## config.mk

```make
export PLATFORM = sky130hd
export DESIGN_NAME = ultrasonic_echo_ranger_core
export DESIGN_NICKNAME = d
export VERILOG_FILES = /design/src/design/uer_pkg.sv /design/src/design/uer_cfg_regs.sv /design/src/design/uer_ctrl.sv /design/src/design/uer_dist.sv /design/src/design/ultrasonic_echo_ranger_core.sv
export SDC_FILE = /design/constraint.sdc
export NUM_CORES = 1
export LEC_CHECK = 0
export ABC_CLOCK_PERIOD_IN_PS = 7900
export BUFFER_PORTS_ARGS = -buffer_cell sky130_fd_sc_hd__clkbuf_2
export CORE_MARGIN = 4
export CORE_UTILIZATION = 45
export CTS_BUF_LIST = sky130_fd_sc_hd__clkbuf_4 sky130_fd_sc_hd__clkbuf_8 sky130_fd_sc_hd__clkbuf_16
export CTS_CLUSTER_DIAMETER = 40
export DETAILED_ROUTE_END_ITERATION = 8
export REMOVE_ABC_BUFFERS = 1
export SYNTH_ARGS = -nofsm -noshare
export SYNTH_HDL_FRONTEND = slang
export SYNTH_SLANG_ARGS = --single-unit
```

## constraint.sdc

```tcl
create_clock -name clk -period 7.9 [get_ports clk]
set_input_delay 1.185 -clock clk [delete_from_list [all_inputs] [get_ports clk]]
set_output_delay 1.185 -clock clk [all_outputs]
set_load 0.05 [all_outputs]
```

## src/design/uer_pkg.sv

```systemverilog
// Shared types and constants for the ultrasonic echo ranger.
// No dependencies; imported by every module of the block.
package uer_pkg;

  localparam int TRIG_W  = 10;
  localparam int TIME_W  = 16;
  localparam int GAP_W   = 8;
  localparam int DIST_W  = 11;
  localparam int ADDR_W  = 4;
  localparam int DATA_W  = 32;

  // Register indexes (byte address / 4)
  localparam logic [1:0] REG_TRIG_WIDTH = 2'd0;
  localparam logic [1:0] REG_TIMEOUT    = 2'd1;
  localparam logic [1:0] REG_GAP_LIMIT  = 2'd2;

  localparam logic [TRIG_W-1:0] TRIG_WIDTH_RST = 10'd20;
  localparam logic [TIME_W-1:0] TIMEOUT_RST    = 16'd19140;
  localparam logic [GAP_W-1:0]  GAP_LIMIT_RST  = 8'd30;

  // floor(p / 58) == (p * 72316) >> 22 for every 16-bit p
  localparam int          RECIP_W  = 17;
  localparam int          CM_SHIFT = 22;
  localparam logic [RECIP_W-1:0] CM_RECIP = 17'd72316;

  typedef struct packed {
    logic [TRIG_W-1:0] trigger_width_us;
    logic [TIME_W-1:0] timeout_us;
    logic [GAP_W-1:0]  low_gap_limit;
  } cfg_t;

  typedef struct packed {
    logic              trigger;
    logic              busy_res;
    logic              done_res;
    logic              timed_out;
    logic [TIME_W-1:0] pulse_us;
  } res_t;

endpackage

```

## src/design/uer_cfg_regs.sv

```systemverilog
// APB-style register file holding the three ranger settings.
// Depends on uer_pkg.
module uer_cfg_regs
  import uer_pkg::*;
(
  input  logic              clk,
  input  logic              rst_n,
  input  logic              psel,
  input  logic              penable,
  input  logic              pwrite,
  input  logic [ADDR_W-1:0] paddr,
  input  logic [DATA_W-1:0] pwdata,
  output logic [DATA_W-1:0] prdata,
  output logic              pready,
  output cfg_t              cfg
);

  cfg_t       cfg_r;
  logic [1:0] idx;
  logic       wr_en;

  assign pready = 1'b1;
  assign idx    = paddr[3:2];
  assign wr_en  = psel & penable & pwrite & pready;
  assign cfg    = cfg_r;

  always_ff @(posedge clk) begin
    if (!rst_n) begin
      cfg_r.trigger_width_us <= TRIG_WIDTH_RST;
      cfg_r.timeout_us       <= TIMEOUT_RST;
      cfg_r.low_gap_limit    <= GAP_LIMIT_RST;
    end else if (wr_en) begin
      case (idx)
        REG_TRIG_WIDTH: cfg_r.trigger_width_us <= pwdata[TRIG_W-1:0];
        REG_TIMEOUT:    cfg_r.timeout_us       <= pwdata[TIME_W-1:0];
        REG_GAP_LIMIT:  cfg_r.low_gap_limit    <= pwdata[GAP_W-1:0];
        default: ;
      endcase
    end
  end

  always_comb begin
    case (idx)
      REG_TRIG_WIDTH: prdata = {{(DATA_W-TRIG_W){1'b0}}, cfg_r.trigger_width_us};
      REG_TIMEOUT:    prdata = {{(DATA_W-TIME_W){1'b0}}, cfg_r.timeout_us};
      REG_GAP_LIMIT:  prdata = {{(DATA_W-GAP_W){1'b0}}, cfg_r.low_gap_limit};
      default:        prdata = '0;
    endcase
  end

endmodule

```

## src/design/uer_ctrl.sv

```systemverilog
// Input register plus measurement sequencer: trigger, wait, echo timing.
// Depends on uer_pkg. Produces one registered result per accepted item.
module uer_ctrl
  import uer_pkg::*;
(
  input  logic clk,
  input  logic rst_n,
  input  cfg_t cfg,
  input  logic in_valid,
  output logic in_ready,
  input  logic start_req,
  input  logic echo,
  output logic res_valid,
  input  logic res_ready,
  output res_t res
);

  localparam logic [1:0] PH_IDLE = 2'd0;
  localparam logic [1:0] PH_TRIG = 2'd1;
  localparam logic [1:0] PH_WAIT = 2'd2;
  localparam logic [1:0] PH_ECHO = 2'd3;

  logic a_valid_r, start_r, echo_r;
  logic b_valid_r;
  res_t res_r, res_nxt;
  logic b_ready, a_adv;

  logic [1:0]        phase_r, phase_nxt;
  logic [TRIG_W-1:0] trig_cnt_r, trig_cnt_nxt;
  logic [TIME_W-1:0] elapsed_r, elapsed_nxt;
  logic [TIME_W-1:0] last_high_r, last_high_nxt;
  logic [GAP_W-1:0]  low_run_r, low_run_nxt;

  assign b_ready   = ~b_valid_r | res_ready;
  assign a_adv     = a_valid_r & b_ready;
  assign in_ready  = ~a_valid_r | b_ready;
  assign res_valid = b_valid_r;
  assign res       = res_r;

  always_ff @(posedge clk) begin
    if (!rst_n) begin
      a_valid_r <= 1'b0;
    end else if (in_ready) begin
      a_valid_r <= in_valid;
    end
  end

  always_ff @(posedge clk) begin
    if (in_ready && in_valid) begin
      start_r <= start_req;
      echo_r  <= echo;
    end
  end

  always_comb begin
    logic [TRIG_W-1:0] width;
    logic [GAP_W-1:0]  gap;
    logic              done;
    logic              tout;
    logic [TIME_W-1:0] pulse;
    width = (cfg.trigger_width_us == '0) ? TRIG_W'(1) : cfg.trigger_width_us;
    gap   = (cfg.low_gap_limit == '0) ? GAP_W'(1) : cfg.low_gap_limit;
    done  = 1'b0;
    tout  = 1'b0;
    pulse = '0;
    phase_nxt     = phase_r;
    trig_cnt_nxt  = trig_cnt_r;
    elapsed_nxt   = elapsed_r;
    last_high_nxt = last_high_r;
    low_run_nxt   = low_run_r;
    res_nxt.trigger = 1'b0;

    if (phase_r == PH_IDLE && start_r) begin
      phase_nxt    = PH_TRIG;
      trig_cnt_nxt = '0;
    end

    case (phase_nxt)
      PH_TRIG: begin
        res_nxt.trigger = 1'b1;
        trig_cnt_nxt = trig_cnt_nxt + TRIG_W'(1);
        if (trig_cnt_nxt >= width) phase_nxt = PH_WAIT;
      end
      PH_WAIT: begin
        if (echo_r) begin
          phase_nxt     = PH_ECHO;
          elapsed_nxt   = '0;
          last_high_nxt = '0;
          low_run_nxt   = '0;
          if (cfg.timeout_us == '0) begin
            done = 1'b1;
            tout = 1'b1;
          end
        end
      end
      PH_ECHO: begin
        if (elapsed_r != '1) elapsed_nxt = elapsed_r + TIME_W'(1);
        if (echo_r) begin
          last_high_nxt = elapsed_nxt;
          low_run_nxt   = '0;
          if (elapsed_nxt >= cfg.timeout_us) begin
            done  = 1'b1;
            tout  = 1'b1;
            pulse = elapsed_nxt;
          end
        end else begin
          low_run_nxt = low_run_r + GAP_W'(1);
          if (low_run_nxt >= gap) begin
            done  = 1'b1;
            pulse = last_high_r;
          end
        end
      end
      default: ;
    endcase

    if (done) phase_nxt = PH_IDLE;

    res_nxt.busy_res  = (phase_nxt != PH_IDLE);
    res_nxt.done_res  = done;
    res_nxt.timed_out = tout;
    res_nxt.pulse_us  = pulse;
  end

  always_ff @(posedge clk) begin
    if (!rst_n) begin
      phase_r     <= PH_IDLE;
      trig_cnt_r  <= '0;
      elapsed_r   <= '0;
      last_high_r <= '0;
      low_run_r   <= '0;
      b_valid_r   <= 1'b0;
    end else begin
      if (a_adv) begin
        phase_r     <= phase_nxt;
        trig_cnt_r  <= trig_cnt_nxt;
        elapsed_r   <= elapsed_nxt;
        last_high_r <= last_high_nxt;
        low_run_r   <= low_run_nxt;
      end
      if (b_ready) b_valid_r <= a_valid_r;
    end
  end

  always_ff @(posedge clk) begin
    if (a_adv) res_r <= res_nxt;
  end

endmodule

```

## src/design/uer_dist.sv

```systemverilog
// Distance stage: pulse time / 58 by reciprocal multiply, into the output register.
// Depends on uer_pkg.
module uer_dist
  import uer_pkg::*;
(
  input  logic              clk,
  input  logic              rst_n,
  input  logic              res_valid,
  output logic              res_ready,
  input  res_t              res,
  output logic              out_valid,
  input  logic              out_ready,
  output res_t              out_res,
  output logic [DIST_W-1:0] out_dist
);

  localparam int PROD_W = TIME_W + RECIP_W;

  logic              out_valid_r;
  res_t              out_res_r;
  logic [DIST_W-1:0] dist_r;
  logic [PROD_W-1:0] prod;

  assign res_ready = ~out_valid_r | out_ready;
  assign out_valid = out_valid_r;
  assign out_res   = out_res_r;
  assign out_dist  = dist_r;

  assign prod = PROD_W'(res.pulse_us) * PROD_W'(CM_RECIP);

  always_ff @(posedge clk) begin
    if (!rst_n) begin
      out_valid_r <= 1'b0;
    end else if (res_ready) begin
      out_valid_r <= res_valid;
    end
  end

  always_ff @(posedge clk) begin
    if (res_ready && res_valid) begin
      out_res_r <= res;
      dist_r    <= prod[CM_SHIFT +: DIST_W];
    end
  end

endmodule

```

## src/design/ultrasonic_echo_ranger_core.sv

```systemverilog
// Ultrasonic echo ranger, top level: register port, sequencer and distance stage.
// Depends on uer_pkg, uer_cfg_regs, uer_ctrl and uer_dist.
//
// Usage: feed one item per microsecond tick on the in_ stream (start request and
// sampled echo level). Every accepted item yields exactly one result item on the
// out_ stream: trigger drive level, busy, done, timed-out flag, pulse time and
// distance in cm. Drive the sensor trigger pin from the trigger field.
// Pipeline: three register stages (input register, sequencer result register,
// distance output register) lie between an accepted item and its result.
// Throughput: one item per cycle while out_tready is high; the per-tick sequencer
// update and the 16x17 reciprocal multiply each fit in one register-to-register stage.
// Stalls: each of the three stages holds its item while the stage after it is
// full, so with out_tready low the block still takes up to three items before
// in_tready drops. No item is dropped or duplicated.
// Reset (rst_n low, synchronous): registers go to 20 / 19140 / 30, the sequencer
// to idle with cleared counters, and all pipeline stages empty.
// The user must write settings via cfg_ APB only while the block is idle (not enforced).
module ultrasonic_echo_ranger_core
  import uer_pkg::*;
(
  input  logic              clk,
  input  logic              rst_n,
  input  logic              in_tvalid,
  output logic              in_tready,
  input  logic [7:0]        in_tdata,    // [0] start_req, [1] echo, [7:2] zero
  output logic              out_tvalid,
  input  logic              out_tready,
  // [0] trigger, [1] busy_res, [2] done_res, [3] timed_out,
  // [19:4] pulse_us, [30:20] distance_cm, [31] zero
  output logic [31:0]       out_tdata,
  input  logic              cfg_psel,
  input  logic              cfg_penable,
  input  logic              cfg_pwrite,
  input  logic [ADDR_W-1:0] cfg_paddr,
  input  logic [DATA_W-1:0] cfg_pwdata,
  output logic [DATA_W-1:0] cfg_prdata,
  output logic              cfg_pready
);

  cfg_t              cfg;
  logic              mid_valid, mid_ready;
  res_t              mid_res;
  res_t              out_res;
  logic [DIST_W-1:0] out_dist;

  uer_cfg_regs u_cfg (
    .clk     (clk),
    .rst_n   (rst_n),
    .psel    (cfg_psel),
    .penable (cfg_penable),
    .pwrite  (cfg_pwrite),
    .paddr   (cfg_paddr),
    .pwdata  (cfg_pwdata),
    .prdata  (cfg_prdata),
    .pready  (cfg_pready),
    .cfg     (cfg)
  );

  uer_ctrl u_ctrl (
    .clk       (clk),
    .rst_n     (rst_n),
    .cfg       (cfg),
    .in_valid  (in_tvalid),
    .in_ready  (in_tready),
    .start_req (in_tdata[0]),
    .echo      (in_tdata[1]),
    .res_valid (mid_valid),
    .res_ready (mid_ready),
    .res       (mid_res)
  );

  uer_dist u_dist (
    .clk       (clk),
    .rst_n     (rst_n),
    .res_valid (mid_valid),
    .res_ready (mid_ready),
    .res       (mid_res),
    .out_valid (out_tvalid),
    .out_ready (out_tready),
    .out_res   (out_res),
    .out_dist  (out_dist)
  );

  assign out_tdata = {1'b0, out_dist, out_res.pulse_us, out_res.timed_out,
                      out_res.done_res, out_res.busy_res, out_res.trigger};

endmodule

```

==> summary.txt, run 1 <==
Status
  – Run status: completed

Critical path
  – Critical path buffers and inverters: 4
  – CP arrival: 6.25 ns
  – Critical path launch point type: flop
  – CP Capture Type: flop
  – CP cell instances: fa_1 -> inv_1 -> fa_1 -> inv_1 -> fa_1 -> fa_1 -> fa_1 -> inv_1 -> fa_1 -> inv_1 -> ha_1 -> nand4_1 -> nor2_1 -> o2111ai_1 -> a211oi_2 -> nor3_1 -> o31ai_2 -> xor2_1
  – Crit-path slowest cell: edfxtp_1
  – CP top delay family: adder cells
  – Top fanout value on the critical path: 8
  – Max incr delay on CP: 0.61 ns
  – Critical Path RT: between 8 and 9 ns
  – Crit Path Category: flop to flop
  – CP dominant cell by count: fa_1

Run
  – Max Cap Viol: 0

Synth
  – Register bit total from synthesis: about 140
  – Post-synthesis cell count: 1229
  – Async S/R FF share, synth: 0
  – Sequential element share of the synthesized area: 0.2884
  – Mapped cell area: 11700 um^2
  – Syn Area/Cell: 9.517 um^2
  – Synth Flop Type: dfxtp_1
  – Post-synth cell types: 74
  – Number of synthesis warnings: 0
  – Number of flops mapped to enable cells by yosys: 53

Die
  – Site Rows: 58
  – Initial cell density of the core: 0.4605
  – Ports: 118
  – Core Region: 25400 um^2
  – Chip width: 169.2 um
  – Die ar.: 28640 um^2
  – DIE HEIGHT: 169.2 um

Pwr
  – Leakage power: 5.824 nW
  – Peak supply drop: between 0.3 and 0.4 mV
  – Cell Pwr Density: 307.8 nW/um^2

CTS
  – Clock latency reported for the late side of the worst-skew pair: 0.42 ns
  – Hold_buf cts: 0
  – CTS buffer count: 17
  – Post-CTS Setup Inserts: 0
  – Clock Pin Slew Worst Setup and Hold Paths: 0.07 ns
  – PostCTS Resize Cnt: 0
  – Clock root buffer: clkbuf_16
  – Max Buffers Root-to-Sink: 2
  – CTS tree: yes
  – Clk sink count: 142
  – H-tree level count: 4

Finish
  – Area Overhead vs Synth: 9.959%
  – N_diodes: 0
  – # fillers: 2433
  – Layout cells sized above 1: 0.1078
  – Nets: 1577

STA
  – Worst hold slack: roughly 0.42 ns
  – Measured slew at the worst slew-check pin: roughly 1.1 ns
  – Final period utilization: 0.7707
  – RSZ-0062 raised after global routing: false
  – Setup Skew: 0.01324 ns
  – Hold Fails Final Rpt: 0
  – Relative slew slack: 0.2850
  – Max-slew violations: 0
  – TNS Setup: 0 ns
  – Fin crit period: approximately 6 ns
  – FMAX: around 160 MHz
  – Final setup violation count: 0

Global routing
  – First-pass GRT wire length: 42.84 mm
  – Total grt overflow: 0
  – Initial antenna violation count: 0
  – Global Route Usage Sum: 0.1859
  – Vias in the first global route: 8367
  – Pin count of the biggest net entering global routing: 91

Routing
  – Number of DRC markers in iteration 0: about 420
  – Final wirelength: roughly 26 mm
  – Via-to-Cell Ratio: 5.117
  – DRC: 0
  – Antenna Nets Post-Route: 0
  – Drt wl/cell: 15.73 um
  – First-pass iteration count of the detailed router: 6
  – Via count: 8335

Min path
  – Worst min-delay path category: flop to flop

Placement
  – Port buffer count: 75
  – HPWL after DPL: around 20 mm
  – GPL Wtd Cong: ~0.86
[cell usage after synthesis (all sizes together) (4+ instances only)]
cell / count / area [um^2]
nand2b: 6 / 37.54
o211ai: 10 / 75.07
clkbuf: 25 / 93.84
nor3: 16 / 80.08
xor2: 18 / 157.7
o21a: 9 / 67.56
dfxtp: 89 / 1782
buf: 30 / 225.2
or3: 7 / 45.05
xnor2: 15 / 146.4
o31ai: 4 / 35.03
a32o: 4 / 40.04
and3: 10 / 62.56
nand4: 14 / 102.6
fa: 83 / 1662
a211o: 4 / 35.03
nor4: 10 / 62.56
nor2: 28 / 105.1
a31oi: 5 / 31.28
or2: 4 / 27.53
nand2: 145 / 549.3
inv: 180 / 675.7
edfxtp: 53 / 1592
a211oi: 5 / 47.54
and2: 35 / 222.7
mux2i: 18 / 180.2
a21o: 9 / 67.56
o2bb2ai: 5 / 43.79
a21oi: 30 / 157.7
mux2: 4 / 52.55
a21boi: 44 / 334.1
nand3: 45 / 225.2
ha: 157 / 1964
and4: 4 / 38.79
a22o: 7 / 61.31
nor2b: 20 / 125.1
a22oi: 5 / 37.54
o21ai: 49 / 245.2
[cells in the final DEF, fill, tap and decap left out, types with 19 or more instances in the layout]
cell type	synthesis	layout
o21ai_0	41	41
nand2_1	143	143
nand3_1	45	45
inv_1	180	180
nor2_1	28	28
a21boi_0	24	24
a21boi_1	19	19
and2_1	32	32
ha_1	157	157
edfxtp_1	53	53
dfxtp_1	89	89
clkbuf_2	0	75
fa_1	83	83
nor2b_1	20	19
a21oi_1	28	28
[worst register-to-register path, stage by stage, from the launching register on]
cell       delay, ns
edfxtp_1        0.61
fa_1            0.62
inv_1           0.05
fa_1            0.47
inv_1           0.05
fa_1            0.52
fa_1            0.44
fa_1            0.54
inv_1           0.05
fa_1            0.52
inv_1           0.04
ha_1            0.33
nand4_1         0.11
nor2_1          0.19
o2111ai_1       0.34
a211oi_2        0.42
nor3_1          0.17
o31ai_2         0.26
xor2_1          0.09
[logic make-up (layout without fill, tap and decap cells)]
group           Yosys count  count (layout)  synth area share
compound gates          205             205            0.1217
xor+xnor                 33              33           0.02599
fa+ha+maj               240             240            0.3100
buf+inv                 236             290           0.08537
flops                   142             142            0.2884
mux                      22              22           0.01990
other cells               2              18         0.0006421
simple gates            349             349            0.1479
[cell type report]
class	instances	area (um^2)	area share
inverter	181	679.4	0.05283
sequential	142	3373	0.2623
clock inverter	11	130.1	0.01012
multi-input combinational	867	7402	0.5755
clock buffer	21	473.0	0.03677
timing repair buffer	77	390.4	0.03035
tap	330	412.9	0.03210
[power by group]
part / internal, W / switching (W)
sequential: 0.000851 / 0.0000296
combinational: 0.000958 / 0.00129
clock: 0.000498 / 0.000330
total: 0.00231 / 0.00165
[state kept, by name, indices dropped and copies added (netlist names)]
| name | flops |
|---|---|
| u_cfg.cfg | 34 |
| u_ctrl.phase_r | 2 |
| u_ctrl.res | 20 |
| u_ctrl.start_r | 1 |
| u_ctrl.trig_cnt_r | 10 |
| u_ctrl.low_run_r | 8 |
| u_ctrl.res_valid | 1 |
| u_ctrl.echo_r | 1 |
| u_dist.out_res | 20 |
| u_ctrl.last_high_r | 16 |
| u_dist.out_valid | 1 |
| u_dist.out_dist | 11 |
| u_ctrl.elapsed_r | 16 |
| u_ctrl.a_valid_r | 1 |
[layer usage]
layer | global-route usage | vias to the layer above | share of wire
li1 | - | 4244 | -
met3 | 0.02399 | 13 | 0.028
met4 | 0.04235 | 0 | 0.0083
met5 | 0 | - | 0
met1 | 0.2527 | 3966 | 0.47
met2 | 0.3184 | 112 | 0.49
[worst paths after layout]
| check | depth (start not counted) | slack (ns) | end | startpoint |
|---|---|---|---|---|
| worst max-delay path | 18 | 1.81 | u_dist.out_dist[9] | u_ctrl.res[13] |
| worst min-delay path | 0 | 0.42 | u_dist.out_res[19] | u_ctrl.res[19] |
| worst max register to register | 18 | 1.81 | u_dist.out_dist[9] | u_ctrl.res[13] |
| worst min register to register | 0 | 0.42 | u_dist.out_res[19] | u_ctrl.res[19] |
[stage by stage]
step,instances,power (W),utilization,area (um^2),setup slack [ns]
global route,1629,0.004397,0.5064,12860,1.389
finish,1629,0.003959,0.5064,12860,1.811
global placement,1597,0.003135,0.4826,12260,1.782
floorplan,1190,0.002690,-,11440,2.393
detailed placement,1597,0.003156,0.4826,12260,1.722
CTS,1629,0.004004,0.5064,12860,1.716
Note: power is estimated with default switching activity, not from simulation.
==> run 2: changes to the inputs <==
Settings changed: ABC_CLOCK_PERIOD_IN_PS 7900 to 5800.
Clock period 7.9 ns to 5.8 ns, I/O delays scaled along.
==> run 2 against run 1 <==
  * Power grew 46%
  * Setup slack lost 1.7 ns
  * Maximum frequency grew 7.6%
  * Flip-flop and latch count is the same
==> summary.txt, run 2 (synthesis gave the netlist of run 1 again) <==
Pwr
  – Power, Total: 0.005765 W (+46%)
  – Leakage power: 5.972 nW (+2.5%)
  – Peak supply drop: 0.6071 mV (+65%)
  – Cell Pwr Density: 436.3 nW/um^2 (+42%)

STA
  – Worst hold slack: 0.4242 ns (+0.006169 ns)
  – Relative slew slack: 0.2934 (+0.008399)
  – Fin crit period: 5.658 ns (-0.4305 ns)
  – Hold Fails Final Rpt: 0 (unchanged)
  – Measured slew at the worst slew-check pin: 1.054 ns (-0.01253 ns)
  – Final period utilization: 0.9755 (+0.2048)
  – Final setup violation count: 0 (unchanged)
  – FMAX: 176.7 MHz (+7.6%)
  – Setup Skew: 0.01269 ns (-0.0005471 ns)
  – Max-slew violations: 0 (unchanged)

Min path
  – Worst hold endpoint: u_dist.out_res[17]
  – Min-delay src: u_ctrl.res[17]
  – Hold path depth: 0 (unchanged)
  – Worst min-delay path category: flop to flop

Run
  – Max Cap Viol: 0 (unchanged)

Routing
  – Via count: 8594 (+3.1%)
  – Via-to-Cell Ratio: 5.177 (+1.2%)
  – Drt wl/cell: 15.73 um (about the same)
  – Final wirelength: 26.11 mm (+1.9%)
  – First-pass iteration count of the detailed router: 7 (+1)
  – DRC: 0 (unchanged)
  – Antenna Nets Post-Route: 0 (unchanged)
  – Number of DRC markers in iteration 0: 487 (+15%)

Critical path
  – Reg2Reg Capture Point: u_dist.out_dist[7]
  – Top fanout value on the critical path: 4 (-4)
  – Reg2Reg Depth: 21 (+3)
  – R2R Setup Slk: 0.14 ns (-1.67 ns)
  – Origin of the critical flop-to-flop path: u_ctrl.res[12]
  – CP Capture Type: flop
  – Critical Path RT: 5.98 ns (-2.08 ns)
  – Crit Path Category: flop to flop
  – Critical path launch point type: flop
  – CP arrival: 5.84 ns (-0.41 ns)
  – CP startpoint: u_ctrl.res[12]

Global routing
  – Total grt overflow: 0 (unchanged)
  – Gr busiest metal: met2
  – GR Util met3: 0.02586 (+0.001863)
  – Initial antenna violation count: 0 (unchanged)
  – Vias in the first global route: 8444 (+0.92%)
  – First-pass GRT wire length: 43.46 mm (+1.4%)
  – Pin count of the biggest net entering global routing: 91 (unchanged)
  – Grt met1 use: 0.2553 (+0.002517)
  – Global Route Usage Sum: 0.1883 (+0.002466)
  – Met2 Use GR: 0.3113 (-0.007106)

Die
  – Core Region: 25400 um^2 (unchanged)
  – DIE HEIGHT: 169.2 um (unchanged)
  – Chip width: 169.2 um (unchanged)
  – Ports: 118 (unchanged)
  – Site Rows: 58 (unchanged)
  – Die ar.: 28640 um^2 (unchanged)
  – Initial cell density of the core: 0.4605 (unchanged)

Finish
  – N_diodes: 0 (unchanged)
  – Area occupied by multi-input gates: 7507 um^2 (+1.4%)
  – Nets: 1608 (+2.0%)
  – Most frequent cells in the layout: 178 x inv_1, 152 x ha_1, 142 x nand2_1
  – Max FFs per register: 34 (unchanged)
  – Non-filler cells, final: 1660 (+1.9%)
  – Layout cells sized above 1: 0.1398 (+0.03207)
  – Commonest non-fill, non-tap cell in the layout: inv_1
  – Area Overhead vs Synth: 12.95%
  – Final Util: 0.5201 (+0.01379)
  – Register Area: 3373 um^2 (unchanged)
  – # fillers: 2367 (-2.7%)

Placement
  – DP Cell Count: 1620 (+1.4%)
  – Port buffer count: 75 (unchanged)
  – GPL Wtd Cong: 0.9141 (+6.2%)
  – HPWL after DPL: 20.35 mm (+2.6%)

CTS
  – Clk sink count: 142 (unchanged)
  – Clock root buffer: clkbuf_16
  – H-tree level count: 4 (unchanged)
  – Clock latency reported for the late side of the worst-skew pair: 0.43 ns (about the same)
  – Clock Pin Slew Worst Setup and Hold Paths: 0.07 ns (about the same)
  – Max Buffers Root-to-Sink: 2 (unchanged)
  – CTS buffer count: 17 (unchanged)
  – CTS tree: yes

Status
  – Run status: completed
-- run 2: repair_timing --
action | CTS | global route
hold buffers | 0 | 0
buffers inserted | 0 | 8
pin swaps | 0 | 29
endpoints found under the setup margin | 1 | 6
resized for setup | 1 | 23
-- run 2: report_power, final --
group,switching (W),total [W],internal [W]
sequential,0.0000265,0.00119,0.00116
clock,0.000462,0.00110,0.000635
combinational,0.00193,0.00348,0.00155
-- run 2: layout make-up --
| type | count | area share |
|---|---|---|
| flip-flops and latches | 142 | 0.2553 |
| inverters | 181 | 0.05143 |
| multi-input cells | 867 | 0.5682 |
| clock buffers | 19 | 0.03514 |
| well taps | 330 | 0.03125 |
| repair buffers | 108 | 0.04887 |
| clock inverters | 13 | 0.009755 |
-- run 2: critical path, cell delays in order, from the launching register on --
cell and delay, ns:
edfxtp_1 0.49, buf_6 0.17, fa_1 0.52, inv_2 0.04
fa_1 0.48, inv_1 0.05, fa_1 0.46, fa_1 0.51
fa_1 0.51, inv_1 0.05, fa_1 0.51, inv_2 0.05
ha_4 0.26, nand4_1 0.09, nor2_2 0.14, o2111ai_1 0.12
buf_4 0.18, a211oi_4 0.33, buf_6 0.15, o31a_1 0.13
nor2_1 0.06, xnor2_1 0.12
-- run 2: how the worst max path moves through the flow --
stage | cells after the start | slack (ns) | end
finish | 21 | 0.14 | u_dist.out_dist[7]
global placement | 20 | 0.04 | u_dist.out_dist[10]
detailed placement | 20 | -0.04 | u_dist.out_dist[10]
floorplan | 18 | 0.29 | u_dist.out_dist[9]
global route | 21 | -0.03 | u_dist.out_dist[7]
CTS | 20 | 0.06 | u_dist.out_dist[7]
-- run 2: per-stage QoR --
stage / setup WS (ns) / setup TNS, ns / instance area [um^2]
after floorplan: 0.2934 / 0 / 11440
after global placement: 0.04113 / 0 / 12430
after detailed placement: -0.03506 / -0.03715 / 12430
after CTS: 0.05880 / 0 / 13030
after global routing: -0.02662 / -0.03725 / 13210
final: 0.1419 / 0 / 13210
-- run 2: layer usage --
metal	vias up	wire length, um	share of wire
met5	-	0	0
met4	0	601	0.023
met3	44	885	0.034
met2	160	12540	0.48
met1	4073	12080	0.46
li1	4317	-	-
